**src/hw/rtl/cds_pkg.sv**
```systemverilog
// types, constants and calendar helper functions for the date step block
`timescale 1ns / 1ps
`default_nettype none

package cds_pkg;

   // field widths
   localparam int CMD_W   = 2;
   localparam int DAY_W   = 5;
   localparam int MONTH_W = 4;
   localparam int YEAR_W  = 16;
   localparam int DOY_W   = 9;
   localparam int YMOD_W  = 5;

   // command codes
   localparam logic [CMD_W-1:0] CMD_STEP_FWD  = 2'd0;
   localparam logic [CMD_W-1:0] CMD_STEP_BACK = 2'd1;
   localparam logic [CMD_W-1:0] CMD_LOAD      = 2'd2;

   // calendar constants
   localparam logic [MONTH_W-1:0] MONTH_JAN = 4'd0;
   localparam logic [MONTH_W-1:0] MONTH_FEB = 4'd1;
   localparam logic [MONTH_W-1:0] MONTH_DEC = 4'd11;
   localparam logic [DAY_W-1:0]   DAY_FIRST = 5'd1;
   localparam logic [DAY_W-1:0]   DAY_DEC_LAST = 5'd31;
   localparam logic [YEAR_W-1:0]  YEAR_MAX = 16'hFFFF;
   localparam logic [YEAR_W-1:0]  YEAR_MIN = 16'h0000;

   // reset date: 1 February 2000 (2000 mod 25 is 0)
   localparam logic [DAY_W-1:0]   RST_DAY   = 5'd1;
   localparam logic [MONTH_W-1:0] RST_MONTH = 4'd1;
   localparam logic [YEAR_W-1:0]  RST_YEAR  = 16'd2000;
   localparam logic [YMOD_W-1:0]  RST_YMOD  = 5'd0;

   // year mod 25 tracking; 65535 mod 25 is 10
   localparam logic [YMOD_W-1:0] YMOD_MAX     = 5'd24;
   localparam logic [YMOD_W-1:0] YMOD_OF_YMAX = 5'd10;

   // reciprocal of 25 scaled by 2**21, exact quotient for any 16-bit year
   localparam int               RECIP_SHIFT = 21;
   localparam logic [16:0]      RECIP_25    = 17'd83887;

   // one input transaction
   typedef struct packed {
      logic [CMD_W-1:0]   cmd;
      logic [DAY_W-1:0]   load_day;
      logic [MONTH_W-1:0] load_month;
      logic [YEAR_W-1:0]  load_year;
   } req_type;

   // one result transaction
   typedef struct packed {
      logic [DAY_W-1:0]   cur_day;
      logic [MONTH_W-1:0] cur_month;
      logic [YEAR_W-1:0]  cur_year;
      logic               is_leap;
      logic [DOY_W-1:0]   day_of_year;
      logic               year_wrapped;
   } rsp_type;

   // registered input transaction with the loaded year's remainder mod 25
   typedef struct packed {
      req_type           req;
      logic [YMOD_W-1:0] load_ymod;
   } cmd_pkt_type;

   // held date, with the year's remainder mod 25 carried alongside
   typedef struct packed {
      logic [DAY_W-1:0]   day;
      logic [MONTH_W-1:0] month;
      logic [YEAR_W-1:0]  year;
      logic [YMOD_W-1:0]  ymod;
   } date_type;

   // leap: divisible by 4, and either not by 25 or also by 16
   function automatic logic is_leap_year(input logic [YEAR_W-1:0] year,
                                         input logic [YMOD_W-1:0] ymod);
      return (year[1:0] == 2'b00) && ((ymod != 5'd0) || (year[3:0] == 4'b0000));
   endfunction

   // days in a month
   function automatic logic [DAY_W-1:0] month_len(input logic [MONTH_W-1:0] month,
                                                  input logic leap);
      logic [DAY_W-1:0] len;
      case (month)
         4'd1:    len = leap ? 5'd29 : 5'd28;
         4'd3,
         4'd5,
         4'd8,
         4'd10:   len = 5'd30;
         default: len = 5'd31;
      endcase
      return len;
   endfunction

   // days in the months before this one, non-leap year
   function automatic logic [DOY_W-1:0] days_before(input logic [MONTH_W-1:0] month);
      logic [DOY_W-1:0] days;
      case (month)
         4'd0:    days = 9'd0;
         4'd1:    days = 9'd31;
         4'd2:    days = 9'd59;
         4'd3:    days = 9'd90;
         4'd4:    days = 9'd120;
         4'd5:    days = 9'd151;
         4'd6:    days = 9'd181;
         4'd7:    days = 9'd212;
         4'd8:    days = 9'd243;
         4'd9:    days = 9'd273;
         4'd10:   days = 9'd304;
         default: days = 9'd334;   // december; the held month never exceeds it
      endcase
      return days;
   endfunction

endpackage

`default_nettype wire

```
**src/hw/rtl/cds_in_stage.sv**
```systemverilog
// input register: captures a transaction and the loaded year's remainder mod 25
`timescale 1ns / 1ps
`default_nettype none

module cds_in_stage (
   input  wire                  clock,
   input  wire                  reset,
   input  wire                  req_valid,
   output logic                 req_stall,
   input  cds_pkg::req_type     req_data,
   input  wire                  advance,
   output logic                 s1_valid,
   output cds_pkg::cmd_pkt_type s1_pkt
);

   logic                 s1_valid_ff;
   logic                 s1_valid_in;
   cds_pkg::cmd_pkt_type s1_pkt_ff;
   cds_pkg::cmd_pkt_type s1_pkt_in;
   logic                 accept;
   logic [32:0]          prod;
   logic [11:0]          quot;
   logic [15:0]          quot_x25;

   // quotient by 25 through the scaled reciprocal, then the remainder
   assign prod     = 33'(req_data.load_year) * 33'(cds_pkg::RECIP_25);
   assign quot     = prod[32:cds_pkg::RECIP_SHIFT];
   assign quot_x25 = 16'({quot, 4'b0000}) + 16'({quot, 3'b000}) + 16'(quot);

   always_comb begin
      s1_pkt_in.req       = req_data;
      s1_pkt_in.load_ymod = cds_pkg::YMOD_W'(req_data.load_year - quot_x25);
   end

   // stage holds while the downstream side cannot take it
   assign req_stall = s1_valid_ff && !advance;
   assign accept    = req_valid && !req_stall;

   always_comb begin
      s1_valid_in = s1_valid_ff;
      if (accept) begin
         s1_valid_in = 1'b1;
      end else if (advance) begin
         s1_valid_in = 1'b0;
      end
   end

   always_ff @(posedge clock) begin
      if (reset) begin
         s1_valid_ff <= 1'b0;
      end else begin
         s1_valid_ff <= s1_valid_in;
      end
   end

   always_ff @(posedge clock) begin
      if (accept) begin
         s1_pkt_ff <= s1_pkt_in;
      end
   end

   assign s1_valid = s1_valid_ff;
   assign s1_pkt   = s1_pkt_ff;

endmodule

`default_nettype wire

```
**src/hw/rtl/cds_date_next.sv**
```systemverilog
// next-date logic: load, one day forward, one day back, and result fields
`timescale 1ns / 1ps
`default_nettype none

module cds_date_next (
   input  cds_pkg::date_type    cur,
   input  cds_pkg::cmd_pkt_type pkt,
   output cds_pkg::date_type    nxt,
   output cds_pkg::rsp_type     rsp
);

   logic                           leap_cur;
   logic                           leap_nxt;
   logic                           wrapped;
   logic [cds_pkg::DAY_W-1:0]      len_cur;
   logic [cds_pkg::MONTH_W-1:0]    prev_month;
   logic [cds_pkg::MONTH_W-1:0]    load_month;
   logic                           leap_bonus;

   assign leap_cur   = cds_pkg::is_leap_year(cur.year, cur.ymod);
   assign len_cur    = cds_pkg::month_len(cur.month, leap_cur);
   assign prev_month = cur.month - 4'd1;
   assign load_month = (pkt.req.load_month > cds_pkg::MONTH_DEC) ?
                       cds_pkg::MONTH_DEC : pkt.req.load_month;

   // date update per command
   always_comb begin
      nxt     = cur;
      wrapped = 1'b0;
      case (pkt.req.cmd)
         cds_pkg::CMD_LOAD: begin
            nxt.day   = pkt.req.load_day;
            nxt.month = load_month;
            nxt.year  = pkt.req.load_year;
            nxt.ymod  = pkt.load_ymod;
         end
         cds_pkg::CMD_STEP_FWD: begin
            if (cur.day < len_cur) begin
               nxt.day = cur.day + 5'd1;
            end else begin
               nxt.day = cds_pkg::DAY_FIRST;
               if (cur.month >= cds_pkg::MONTH_DEC) begin
                  // new year, with year wrap past the top
                  nxt.month = cds_pkg::MONTH_JAN;
                  nxt.year  = cur.year + 16'd1;
                  if (cur.year == cds_pkg::YEAR_MAX) begin
                     wrapped  = 1'b1;
                     nxt.ymod = 5'd0;
                  end else if (cur.ymod == cds_pkg::YMOD_MAX) begin
                     nxt.ymod = 5'd0;
                  end else begin
                     nxt.ymod = cur.ymod + 5'd1;
                  end
               end else begin
                  nxt.month = cur.month + 4'd1;
               end
            end
         end
         cds_pkg::CMD_STEP_BACK: begin
            if (cur.day > cds_pkg::DAY_FIRST) begin
               nxt.day = cur.day - 5'd1;
            end else if (cur.month == cds_pkg::MONTH_JAN) begin
               // back into december of the previous year
               nxt.month = cds_pkg::MONTH_DEC;
               nxt.day   = cds_pkg::DAY_DEC_LAST;
               nxt.year  = cur.year - 16'd1;
               if (cur.year == cds_pkg::YEAR_MIN) begin
                  wrapped  = 1'b1;
                  nxt.ymod = cds_pkg::YMOD_OF_YMAX;
               end else if (cur.ymod == 5'd0) begin
                  nxt.ymod = cds_pkg::YMOD_MAX;
               end else begin
                  nxt.ymod = cur.ymod - 5'd1;
               end
            end else begin
               // same year, so the current leap flag sets february's length
               nxt.month = prev_month;
               nxt.day   = cds_pkg::month_len(prev_month, leap_cur);
            end
         end
         default: begin
            nxt = cur;
         end
      endcase
   end

   // result fields from the new date
   assign leap_nxt   = cds_pkg::is_leap_year(nxt.year, nxt.ymod);
   assign leap_bonus = leap_nxt && (nxt.month > cds_pkg::MONTH_FEB);

   always_comb begin
      rsp.cur_day      = nxt.day;
      rsp.cur_month    = nxt.month;
      rsp.cur_year     = nxt.year;
      rsp.is_leap      = leap_nxt;
      rsp.day_of_year  = cds_pkg::days_before(nxt.month) + 9'(leap_bonus) + 9'(nxt.day);
      rsp.year_wrapped = wrapped;
   end

endmodule

`default_nettype wire

```
**src/hw/rtl/calendar_date_step.sv**
```systemverilog
// top level of the gregorian date step block
`timescale 1ns / 1ps
`default_nettype none

// Holds a Gregorian date (day, zero-based month, 16-bit year) that resets to
// 1 February 2000. Each request transaction loads a date (month clamped to
// December), steps one day forward or one day back; command 3 leaves the date
// alone. Every request yields one response with the new date, its leap flag,
// the day of the year and a flag for a year wrap between 65535 and 0. The path
// is an input register followed by the date state and response register, so a
// response follows its request through both registers, and one request is
// taken every cycle for as long as responses are not stalled. The leap rule
// uses a running year-mod-25 count, set on a load from one 16x17 reciprocal
// multiply in the input stage.
module calendar_date_step (
   input  wire              clock,
   input  wire              reset,
   input  wire              req_valid,
   output logic             req_stall,
   input  cds_pkg::req_type req_data,
   output logic             rsp_valid,
   input  wire              rsp_stall,
   output cds_pkg::rsp_type rsp_data
);

   logic                 s1_valid;
   cds_pkg::cmd_pkt_type s1_pkt;
   logic                 advance;
   cds_pkg::date_type    date_ff;
   cds_pkg::date_type    date_in;
   cds_pkg::rsp_type     rsp_data_ff;
   cds_pkg::rsp_type     rsp_data_in;
   logic                 rsp_valid_ff;

   // stage moves forward when the response register is empty or draining
   assign advance = s1_valid && (!rsp_valid_ff || !rsp_stall);

   cds_in_stage u_in_stage (
      .clock     (clock),
      .reset     (reset),
      .req_valid (req_valid),
      .req_stall (req_stall),
      .req_data  (req_data),
      .advance   (advance),
      .s1_valid  (s1_valid),
      .s1_pkt    (s1_pkt)
   );

   cds_date_next u_date_next (
      .cur (date_ff),
      .pkt (s1_pkt),
      .nxt (date_in),
      .rsp (rsp_data_in)
   );

   // date state and response valid
   always_ff @(posedge clock) begin
      if (reset) begin
         date_ff.day   <= cds_pkg::RST_DAY;
         date_ff.month <= cds_pkg::RST_MONTH;
         date_ff.year  <= cds_pkg::RST_YEAR;
         date_ff.ymod  <= cds_pkg::RST_YMOD;
         rsp_valid_ff  <= 1'b0;
      end else begin
         if (advance) begin
            date_ff      <= date_in;
            rsp_valid_ff <= 1'b1;
         end else if (!rsp_stall) begin
            rsp_valid_ff <= 1'b0;
         end
      end
   end

   // response payload
   always_ff @(posedge clock) begin
      if (advance) begin
         rsp_data_ff <= rsp_data_in;
      end
   end

   assign rsp_valid = rsp_valid_ff;
   assign rsp_data  = rsp_data_ff;

   // held month and year remainder stay in range
   assert property (@(posedge clock) disable iff (reset)
      (date_ff.month <= cds_pkg::MONTH_DEC) && (date_ff.ymod <= cds_pkg::YMOD_MAX))
      else $error("date state out of range");

   // a year wrap lands on 1 January 0 or 31 December 65535
   assert property (@(posedge clock) disable iff (reset)
      rsp_valid_ff && rsp_data_ff.year_wrapped |->
         ((rsp_data_ff.cur_month == cds_pkg::MONTH_JAN) &&
          (rsp_data_ff.cur_year == cds_pkg::YEAR_MIN)) ||
         ((rsp_data_ff.cur_month == cds_pkg::MONTH_DEC) &&
          (rsp_data_ff.cur_year == cds_pkg::YEAR_MAX)))
      else $error("year wrap to a wrong date");

   // a transaction in the input stage is kept while the response is stalled
   assert property (@(posedge clock) disable iff (reset)
      s1_valid && rsp_valid_ff && rsp_stall |=> s1_valid && $stable(date_ff))
      else $error("input stage lost a transaction under stall");

   // the date changes only when a transaction moves through
   assert property (@(posedge clock) disable iff (reset)
      !$past(advance) && !$past(reset) |-> $stable(date_ff))
      else $error("date changed without a transaction");

endmodule

`default_nettype wire

```
**config.mk**
```make
export PLATFORM = sky130hd
export DESIGN_NAME = calendar_date_step
export DESIGN_NICKNAME = d
export VERILOG_FILES = /design/src/hw/rtl/cds_pkg.sv /design/src/hw/rtl/cds_in_stage.sv /design/src/hw/rtl/cds_date_next.sv /design/src/hw/rtl/calendar_date_step.sv
export SDC_FILE = /design/constraint.sdc
export NUM_CORES = 1
export LEC_CHECK = 0
export ABC_AREA = 0
export BUFFER_PORTS_ARGS = -buffer_cell sky130_fd_sc_hd__buf_2
export CORE_MARGIN = 1.5
export CORE_UTILIZATION = 66
export CTS_CLUSTER_SIZE = 30
export DETAILED_ROUTE_END_ITERATION = 10
export GPL_ROUTABILITY_DRIVEN = 0
export GPL_TIMING_DRIVEN = 0
export PLACE_DENSITY_LB_ADDON = 0.15
export SYNTH_ARGS = -nofsm -noshare
export SYNTH_HDL_FRONTEND = slang
export SYNTH_HIERARCHICAL = 1
export SYNTH_SLANG_ARGS = --single-unit
```
**constraint.sdc**
```tcl
create_clock -name clock -period 13.6 [get_ports clock]
set_input_delay 0 -clock clock [delete_from_list [all_inputs] [get_ports clock]]
set_output_delay 0 -clock clock [all_outputs]
set_load 0.01 [all_outputs]
```
==> summary.md, run 1 <==
| Metric | Value |
|---|---|
| Status | `complete, no violations` |
| Max incr delay on CP | `0.65 ns` |
| Hpwl dp | `22.4 mm` |
| CTS tree | `built` |
| Post-synthesis average cell area | `9.54 sq um` |
| Ports | `69` |
| Nets@finish | `between 1.5k and 2k` |
| RSZ-0062 raised after global routing | `no` |
| Vias in the first global route | `9304` |
| Leak | `around 5.6 nW` |
| Crit path depth | `25` |
| Slew HR | `between 30% and 40%` |
| Pre-Repair DR Iteration Count | `6` |
| Worst IR Drop VDD | `around 370 uV` |
| Clock buffer depth | `2` |
| Area Growth Syn to Fin | `9.62%` |
| Total global routing overflow | `0` |
| Final Skew | `0.0117 ns` |
| # Max-Cap Violations | `0` |
| H-Tree Depth | `3` |
| Sequential area share after synthesis | `23.5%` |
| Setup crit end | `u_in_stage/s1_pkt[4]$_DFFE_PP_` |
| CTS root buffer | `clkbuf_16` |
| Ranking of synthesized cells by area | `edfxtp_1, fa_1, ha_1` |
| Worst setup SP type | `input pin` |
| WP buf/inv | `5` |
| Synth top area share | `between 10% and 20%` |
| # diodes | `0` |
| Worst hold path type | `input pin to flip-flop` |
| Clock Latency Late Sink | `0.36 ns` |
| Reg2reg end | `rsp_data[8]$_DFFE_PP_` |
| Final WL | `29.0 mm` |
| Reg-to-Reg Start | `date_ff[21]$_SDFFE_PP1P_` |
| Critical Path Fanout Max | `6` |
| Commonest non-fill, non-tap cell in the layout | `inv_1` |
| Initial drt markers | `1172` |
| DP Worst Slack | `slightly above 6 ns` |
| Worst path most repeated cell | `fa_1` |
| Initial antenna violation count | `0` |
| Worst path top cell family by delay | `adder cells` |
| Critical path arrival | `7.76 ns` |
| Critical Path RT | `13.71 ns` |
| TritonCTS buffer count | `9` |
| DRC violations left | `0` |
| DIE HEIGHT | `134 um` |
| Antenna violation net count after detailed routing | `0` |
| Max Transition Viols Final | `0` |
| Total negative slack | `0 ns` |
| Crit path kind | `input pin to flip-flop` |
| Tcrit/Tclk final | `a little under three fifths` |
| Fmax | `131 MHz` |
| Clock Sinks | `100` |
| Core area | `0.0168 sq mm` |
| Starting density of the core | `between 60 and 70%` |
| Post-CTS Hold Buffers | `19` |
| Critical path endpoint category | `flip-flop` |
| Synthesized area | `0.0114 sq mm` |
| Min Hold Slack | `0.0138 ns` |
| R2R cell count | `22` |
| Die Wd | `134 um` |
| Pwr dens | `between 200 and 300 mW/mm^2` |
| Placed Instances | `1484` |
| Buffers added on ports | `about 70` |
| Die Area | `around 0.018 sq mm` |
| Mapped Cells | `1196` |
| Slowest CP cell | `fa_1` |
| First-pass GRT wire length | `46.4 mm` |
| Synth Warn # | `6` |
| DR vias/cell | `6.15` |
| Synth async-reset ratio | `0%` |
| # rows | `47` |
| Final Hold Viols | `0` |
| Netlist cell types | `86` |
| Synth area leader | `edfxtp_1` |
| Mapped Nets | `1452` |
| Main flop type after synthesis | `edfxtp_1` |
| Final non-filler cell total | `roughly 1.5k` |
| Slack of the critical path | `around 6.0 ns` |
| Crit path time final | `7.65 ns` |
| Least-Margin Pin Slew | `between 0.9 and 1 ns` |
| Gr usage total | `33.1%` |
| Worst Setup SP | `req_data[11]` |
| Post-CTS setup buffer count | `0` |
| Largest net degree at the start of global routing | `47` |
| Wire length per cell | `19.1 um` |
| Synth Register Bits | `100` |
| Post-synth EDFFs | `68` |
| Finish-stage setup viols | `0` |
| Most frequent cells in the layout | `inv_1, ha_1, fa_1` |
| Clock-pin slew on the worst setup and hold paths | `approximately 0.08 ns` |
| CTS resizes | `0` |
| Fraction of final layout cells sized beyond drive strength 1 | `12.3%` |
| Via count | `9339` |
| R2r setup slk | `6.80 ns` |
| Final Util | `roughly three quarters` |
-- per-layer routing --
layer | part of all wire, % | vias up | track usage (%)
met4 | 3.8 | 0 | 14.0
met3 | 8.0 | 102 | 5.03
met2 | 48 | 496 | 55.4
met5 | 0 | - | 0
met1 | 40 | 4472 | 43.2
li1 | - | 4269 | -
-- sequential cells by signal (all words and copies together), names as in the netlist --
name and count:
rsp_data 36, u_in_stage/s1_pkt 32, date_ff 30, rsp_valid 1
u_in_stage/s1_valid 1
-- Yosys cell counts, types with 9 or more instances --
master and instances:
edfxtp_1 68, a21o_1 9, inv_1 200, fa_1 97, nor2_1 69, o22ai_1 9
o21ai_0 38, nor3_1 24, dfxtp_1 32, buf_4 30, nand2_1 41, a221oi_1 9
nand4_1 21, nor4_1 11, xor2_1 12, clkbuf_1 43, a21oi_1 43, xnor2_1 31
nand2b_1 47, ha_1 128, nand3_1 18, mux2i_1 47
-- cells by family after synthesis --
family	share of synthesized area (%)
muxes	4.95
AOI/OAI and AO/OA	12.9
buffers and inverters	10.8
adders and majority gates	31.1
and+or+nand+nor	13.1
DFF	23.5
xor gates and xnor gates	3.64
-- metrics by stage --
step / power (W) / instance area (sq um)
after floorplan: 0.00263 / 11400
after global placement: 0.00300 / 12000
after detailed placement: 0.00313 / 12000
after CTS: 0.00340 / 12500
after global routing: 0.00373 / 12500
final: 0.00342 / 12500
-- power breakdown --
part	internal [W]	switching (W)	leakage [nW]
combinational	0.00129	0.00141	4.60
clock	0.000128	0.000126	0.140
sequential	0.000453	0.0000147	0.907
total	0.00187	0.00155	5.65
-- layout make-up --
class | count | area (sq um)
plain buffers | 85 | 479
clock buffers | 9 | 225
clock inverters | 7 | 58.8
fillers | 1230 | 4260
inverters | 202 | 758
multi-input cells | 809 | 7490
flip-flops and latches | 100 | 2680
well taps | 220 | 275
repair buffers | 87 | 531
-- worst reg2reg max path, stage by stage (launching register included) --
cell,delay [ns]
dfxtp_1,0.59
ha_1,0.33
or3b_2,0.53
nor2_1,0.12
ha_1,0.21
o2111a_1,0.30
o211a_1,0.32
o31a_1,0.20
buf_4,0.21
a311oi_1,0.09
o22ai_1,0.51
inv_1,0.25
ha_1,0.34
buf_1,0.32
o22ai_1,0.18
fa_1,0.44
a21o_1,0.20
a21oi_1,0.24
o21bai_1,0.11
a21oi_1,0.32
nor2_1,0.11
a311o_1,0.33
a221o_1,0.32
-- worst min path at each step --
stage,to,slack (ns),cells after the start,startpoint
finish,u_in_stage/s1_pkt[8]$_DFFE_PP_,0.01,1,req_data[3]
global route,u_in_stage/s1_pkt[8]$_DFFE_PP_,0.007,1,req_data[3]
CTS,u_in_stage/s1_pkt[8]$_DFFE_PP_,0.002,1,req_data[3]
detailed placement,u_in_stage/s1_valid$_SDFFE_PP0P_,0.17,2,reset
global placement,u_in_stage/s1_valid$_SDFFE_PP0P_,0.18,2,reset
floorplan,u_in_stage/s1_valid$_SDFFE_PP0P_,0.07,1,reset
(Power assumes the default switching activity.)
==> inputs of run 2 (changes only) <==
ABC_AREA = 1   (was 0)
CORE_UTILIZATION = 64   (was 66)
clock period = 7.24 ns   (was 13.6 ns; I/O delays follow)
==> run 2 against run 1 <==
Final cell count is 18% higher. The flow now finishes with violations (hold timing). Synthesized area is 3.5% higher. Sequential cell count stayed put. Register-to-register slack worse by 4.6 ns. Largest cell class unchanged. Count of clock-buffer cells in the layout increased by 1. Hold slack got worse by 0.020 ns.
==> summary.md, run 2 <==
| Metric | Value |
|---|---|
| Status | `finished, violations left` |
| Failing checks | `hold timing` |
| Final Skew | `0.00688 ns (-0.00480 ns)` |
| Synthesized area | `0.0118 sq mm (+3.5%)` |
| DIE HEIGHT | `139 um (+3.2%)` |
| Compound-Gate Fraction of Synth Area | `9.64% (-3.2 points)` |
| Initial antenna violation count | `0 (unchanged)` |
| First-pass GRT wire length | `47.3 mm (+2.0%)` |
| Die Area | `0.0193 sq mm (+6.6%)` |
| Gr usage total | `30.6% (-2.5 points)` |
| R2r setup slk | `2.22 ns (-4.58 ns)` |
| Netlist cell types | `57 (-34%)` |
| Leak | `6.58 nW (+17%)` |
| Core area | `0.0180 sq mm (+7.5%)` |
| Worst Setup SP | `req_data[14]` |
| Finish-stage setup viols | `0 (unchanged)` |
| Crit path time final | `6.92 ns` |
| Sequential area share after synthesis | `22.7% (-0.80 points)` |
| Nets@finish | `1820 (+17%)` |
| Post-synthesis average cell area | `8.05 sq um (-16%)` |
| Critical Path RT | `7.35 ns (-6.36 ns)` |
| Min Hold Slack | `-0.00585 ns (-0.0196 ns)` |
| Buffers added on ports | `68 (unchanged)` |
| Fillcell total | `1416 (+15%)` |
| Hpwl dp | `22.9 mm (+2.0%)` |
| DRC violations left | `0 (unchanged)` |
| Crit path kind | `input pin to flip-flop` |
| Area Growth Syn to Fin | `9.81%` |
| Max reg flops | `36 (unchanged)` |
| Synth Area in Adders | `30.0% (-1.1 points)` |
| Clock buffer depth | `2 (unchanged)` |
| Least-Margin Pin Slew | `0.938 ns (-0.00755 ns)` |
| Critical path arrival | `7.03 ns (-0.73 ns)` |
| Final Hold Viols | `1 (+1)` |
| Comb pwr share | `79.9% (+1.0 points)` |
| Clock Sinks | `100 (unchanged)` |
| Synth top area share | `17.3% (-0.61 points)` |
| Synth Register Bits | `100 (unchanged)` |
| Most frequent cell after synthesis | `inv_1` |
| Mux cell area share after synthesis | `0% (-4.9 points)` |
| Reg-to-Reg Start | `date_ff[22]$_SDFFE_PP0P_` |
| Pwr dens | `524 mW/mm^2 (+92%)` |
| CTS root buffer | `clkbuf_16` |
| Starting density of the core | `65.5% (-2.6 points)` |
| Worst IR Drop VDD | `602 uV (+63%)` |
| # diodes | `0 (unchanged)` |
| DP Worst Slack | `0.449 ns (-5.75 ns)` |
| Mapped Nets | `1722 (+19%)` |
| Synth top cells by count | `inv_1, nand2_1, ha_1` |
| Critical path endpoint category | `flip-flop` |
| Ranking of synthesized cells by area | `edfxtp_1, fa_1, ha_1` |
| Post-synth EDFFs | `68 (unchanged)` |
| Worst setup SP type | `input pin` |
| Max Transition Viols Final | `0 (unchanged)` |
| Fmax | `approximately 140 MHz` |
| # Max-Cap Violations | `0 (unchanged)` |
| Antenna violation net count after detailed routing | `0 (unchanged)` |
| Die Wd | `139 um (+3.2%)` |
| Synth Warn # | `6 (unchanged)` |
| Critical Path Fanout Max | `5 (-1)` |
| Vias in the first global route | `9756 (+4.9%)` |
| Worst hold start | `req_data[6]` |
| Pre-Repair DR Iteration Count | `6 (unchanged)` |
| P_int | `0.00329 W (+75%)` |
| Most frequent cells in the layout | `inv_1, nand2_1, ha_1` |
| Ports | `69 (unchanged)` |
| Main flop type after synthesis | `edfxtp_1` |
| # rows | `49 (+4.3%)` |
| H-Tree Depth | `3 (unchanged)` |
| Clock-pin slew on the worst setup and hold paths | `0.07 ns (about the same)` |
| Slack of the critical path | `0.323 ns (-5.63 ns)` |
| Share of power burned in registers | `12.5% (-1.2 points)` |
| Largest net degree at the start of global routing | `38 (-19%)` |
| Slowest CP cell | `fa_1` |
| Largest family of logic cells by synthesized area | `adder cells` |
| Final WL | `28.9 mm (-0.23%)` |
| Clock power share | `7.6% (+0.2 points)` |
| Total power | `0.00680 W (+99%)` |
| Via count | `10.0k (+7.1%)` |
| Synth area leader | `edfxtp_1` |
| Fraction of final layout cells sized beyond drive strength 1 | `14.1% (+1.8 points)` |
| Simple-gate share of the synthesized area | `20.8% (+7.7 points)` |
| Switching pwr | `0.00351 W (+130%)` |
| Met3 usage | `2.87% (-2.2 points)` |
| Met1 Resource Use GR | `38.5% (-4.6 points)` |
| Worst hold path type | `input pin to flip-flop` |
| Wire length per cell | `16.1 um (-16%)` |
| CTS tree | `built` |
| Initial drt markers | `827 (-29%)` |
| Mapped Cells | `1466 (+23%)` |
| M2 GR Usage | `53.9% (-1.5 points)` |
| Most used routing layer in global routing | `met2` |
| Slew HR | `37.3% (+0.49 points)` |
| Commonest non-fill, non-tap cell in the layout | `inv_1` |
| TritonCTS buffer count | `9 (unchanged)` |
| Tcrit/Tclk final | `95.5%` |
| Synth Area in XOR/XNOR | `2.45% (-1.2 points)` |
| Synth async-reset ratio | `0% (unchanged)` |
| DR vias/cell | `5.56 (-9.5%)` |
| Total global routing overflow | `0 (unchanged)` |
| Max incr delay on CP | `0.59 ns (-0.06 ns)` |
| Switching Share | `51.7% (+6.4 points)` |
| Clock Latency Late Sink | `0.35 ns (about the same)` |
[run 2: logic make-up after synthesis]
kind of cell               after synthesis
xor gates and xnor gates                33
buffers and inverters                  384
AOI/OAI and AO/OA                      191
adders and majority gates              225
DFF                                    100
and+or+nand+nor                        533
[run 2: layout make-up]
class	instances	area [sq um]	area share (%)
repair buffers	87	526	4.05
well taps	229	287	2.21
plain buffers	62	488	3.76
clock inverters	6	86.3	0.666
inverters	322	1210	9.34
clock buffers	10	229	1.77
multi-input cells	982	7460	57.5
flip-flops and latches	100	2680	20.7
[run 2: what timing repair did]
| action | CTS | global route |
|---|---|---|
| setup endpoints to repair | 0 | 1 |
| buffers inserted | 0 | 2 |
| gates resized for setup | 0 | 8 |
| hold endpoints to repair | 17 | 0 |
| hold buffers | 17 | 0 |
[run 2: worst paths after layout]
| kind | to | cells after the start |
|---|---|---|
| min reg2reg | date_ff[8]$_SDFFE_PP0P_ | 2 |
| min | u_in_stage/s1_pkt[11]$_DFFE_PP_ | 1 |
| max reg2reg | rsp_data[9]$_DFFE_PP_ | 31 |
| max | u_in_stage/s1_pkt[4]$_DFFE_PP_ | 34 |
[run 2: worst max-delay path: cells and delay by family]
family          cells  cell delay [ns]
compound gates      1             0.14
xor+xnor            1             0.23
fa+ha+maj          10             4.36
buf+inv             9             1.07
simple gates       13             1.21
[run 2: power by group through the flow]
stage / Combinational [W] / Sequential (W) / Clock (W)
finish: 0.00543 / 0.000850 / 0.000520
global route: 0.00619 / 0.000856 / 0.000542
CTS: 0.00522 / 0.000850 / 0.000522
detailed placement: 0.00518 / 0.000862 / 0
global placement: 0.00501 / 0.000860 / 0
floorplan: 0.00409 / 0.000866 / 0
[run 2: per-stage QoR]
step / TNS, ns / utilization (%) / hold slack, ns / instances / cell area, sq um
finish: 0 / 71.9 / -0.00585 / 1798 / 13000
CTS: 0 / 71.7 / 0.000658 / 1796 / 12900
global route: -0.0266 / 71.9 / 0.00440 / 1798 / 13000
floorplan: 0 / - / 0.0691 / 1466 / 11800
global placement: 0 / 69.0 / 0.181 / 1763 / 12400
detailed placement: 0 / 69.0 / 0.181 / 1763 / 12400
[run 2: per-layer routing]
layer / part of all wire, % / up-vias
met5: 0 / -
met4: 3.9 / 0
met3: 6.7 / 73
met2: 50 / 410
met1: 39 / 4658
li1: - / 4861
==> inputs of run 3 (changes only) <==
PLACE_DENSITY = 0.83   (was not set)
PLACE_DENSITY_LB_ADDON = not set   (was 0.15)
==> run 3 against run 2 <==
Final area shrank 0.19%. Die area is the same. Utilization shrank 0.14 points. The flow now finishes without violations. Sequential share of layout area is essentially flat. Non-clock buffer count grew 3. Sequential cell count is the same. Critical path type unchanged. First-iteration DRC count grew 1.2%. Largest cell class unchanged.
==> summary.md, run 3 (synthesis gave the netlist of run 2 again) <==
| Metric | Value |
|---|---|
| Starting density of the core | `65.5% (unchanged)` |
| Crit path time final | `6.92 ns (+0.00305 ns)` |
| Vias in the first global route | `9900 (+1.5%)` |
| Wire length per cell | `16.1 um (+0.26%)` |
| Total global routing overflow | `0 (unchanged)` |
| Initial drt markers | `837 (+1.2%)` |
| Worst hold start | `req_data[10]` |
| Slew HR | `37.0% (-0.34 points)` |
| H-Tree Depth | `3 (unchanged)` |
| Pre-Repair DR Iteration Count | `6 (unchanged)` |
| Final non-filler cell total | `1801 (+0.17%)` |
| Least-Margin Pin Slew | `0.944 ns (+0.00507 ns)` |
| Final Hold Viols | `0 (-1)` |
| Commonest non-fill, non-tap cell in the layout | `inv_1` |
| Fmax | `145 MHz (about the same)` |
| Slowest CP cell | `fa_2` |
| Initial antenna violation count | `0 (unchanged)` |
| DP Worst Slack | `0.426 ns (-0.0230 ns)` |
| First-pass GRT wire length | `47.4 mm (+0.21%)` |
| Tcrit/Tclk final | `95.6% (about the same)` |
| Setup crit end | `u_in_stage/s1_pkt[4]$_DFFE_PP_` |
| Gr usage total | `30.5% (-0.10 points)` |
| Crit path kind | `input pin to flip-flop` |
| Via count | `10.1k (+1.1%)` |
| Final WL | `29.0 mm (+0.43%)` |
| Critical Path RT | `7.35 ns (about the same)` |
| DIE HEIGHT | `139 um (unchanged)` |
| Ports | `69 (unchanged)` |
| CTS root buffer | `clkbuf_16` |
| Max Transition Viols Final | `0 (unchanged)` |
| Status | `complete, no violations` |
| Reg2reg end | `rsp_data[9]$_DFFE_PP_` |
| TritonCTS buffer count | `9 (unchanged)` |
| Clock buffer depth | `2 (unchanged)` |
| Area Growth Syn to Fin | `9.60%` |
| Max reg flops | `36 (unchanged)` |
| # rows | `49 (unchanged)` |
| Largest net degree at the start of global routing | `38 (unchanged)` |
| Critical path endpoint category | `flip-flop` |
| R2R cell count | `30 (-3.2%)` |
| Most frequent cells in the layout | `inv_1, nand2_1, ha_1` |
| Finish-stage setup viols | `0 (unchanged)` |
| # diodes | `0 (unchanged)` |
| R2r setup slk | `2.09 ns (-0.13 ns)` |
| Fraction of final layout cells sized beyond drive strength 1 | `13.9% (-0.15 points)` |
| Critical Path Fanout Max | `6 (+1)` |
| CTS tree | `built` |
| Die Area | `0.0193 sq mm (unchanged)` |
| Final Skew | `0.00792 ns (+0.00103 ns)` |
| # Max-Cap Violations | `0 (unchanged)` |
| Nets@finish | `1823 (+0.16%)` |
| Worst path most repeated cell | `inv_1` |
| Clock-pin slew on the worst setup and hold paths | `0.07 ns (about the same)` |
| Clock Latency Late Sink | `0.34 ns (about the same)` |
| Critical path arrival | `7.03 ns (about the same)` |
| DR vias/cell | `5.61 (+0.93%)` |
| Die Wd | `139 um (unchanged)` |
| Reg-to-Reg Start | `date_ff[22]$_SDFFE_PP0P_` |
| Worst Setup SP | `req_data[11]` |
| Max incr delay on CP | `0.61 ns (+0.02 ns)` |
| Placed Instances | `1763 (unchanged)` |
| DRC violations left | `0 (unchanged)` |
| Slack of the critical path | `0.320 ns (-0.00305 ns)` |
| Buffers added on ports | `68 (unchanged)` |
| Worst hold path type | `input pin to flip-flop` |
| Core area | `0.0180 sq mm (unchanged)` |
| Worst setup SP type | `input pin` |
| Hpwl dp | `23.0 mm (+0.39%)` |
| Total negative slack | `0 ns (unchanged)` |
| Clock Sinks | `100 (unchanged)` |
| Antenna violation net count after detailed routing | `0 (unchanged)` |
[run 3: layer usage]
| layer | GRT usage (%) | wire length (um) |
|---|---|---|
| met1 | 37.4 | 11500 |
| met2 | 53.2 | 14300 |
| met3 | 3.45 | 1850 |
| met4 | 15.8 | 1420 |
| met5 | 0 | 0 |
[run 3: area by class of cell]
type / instances / area [sq um]
multi-input cells: 982 / 7450
fillers: 1374 / 5080
flip-flops and latches: 100 / 2680
inverters: 322 / 1210
repair buffers: 90 / 553
plain buffers: 62 / 488
well taps: 229 / 287
clock buffers: 11 / 233
clock inverters: 5 / 36.3
[run 3: how the worst min path moves through the flow]
stage	depth (start not counted)	end
after floorplan	1	rsp_valid$_SDFFE_PP0P_
after detailed placement	1	u_in_stage/s1_pkt[28]$_DFFE_PP_
after global placement	1	u_in_stage/s1_pkt[25]$_DFFE_PP_
after global routing	1	u_in_stage/s1_pkt[15]$_DFFE_PP_
after CTS	1	u_in_stage/s1_pkt[15]$_DFFE_PP_
final	1	u_in_stage/s1_pkt[15]$_DFFE_PP_
[run 3: repair_timing]
| item | in CTS | in global routing |
|---|---|---|
| hold buffers | 19 | 0 |
| hold endpoints to repair | 19 | 0 |
| endpoints found under the setup margin | 0 | 1 |
| resized for setup | 0 | 6 |
| buffers inserted | 0 | 3 |
[run 3: through the flow]
stage          hold slack (ns)  area, sq um  utilization, %
2_1_floorplan           0.0691        11800               -
3_3_place_gp             0.176        12400            69.0
3_5_place_dp             0.178        12400            69.0
4_1_cts                0.00621        12900            71.6
5_1_grt                 0.0218        12900            71.8
6_report                0.0161        12900            71.8
[run 3: worst max-delay path, delay by kind of cell]
| family | cells | cell delay [ns] |
|---|---|---|
| buffers and inverters | 9 | 1.11 |
| adders and majority gates | 10 | 4.43 |
| xor gates and xnor gates | 1 | 0.19 |
| and+or+nand+nor | 12 | 1.14 |
| AOI/OAI and AO/OA | 1 | 0.12 |
Power of run 3 is not shown: default switching activity piles up to over one toggle a cycle in this logic, so the estimate is an artifact.
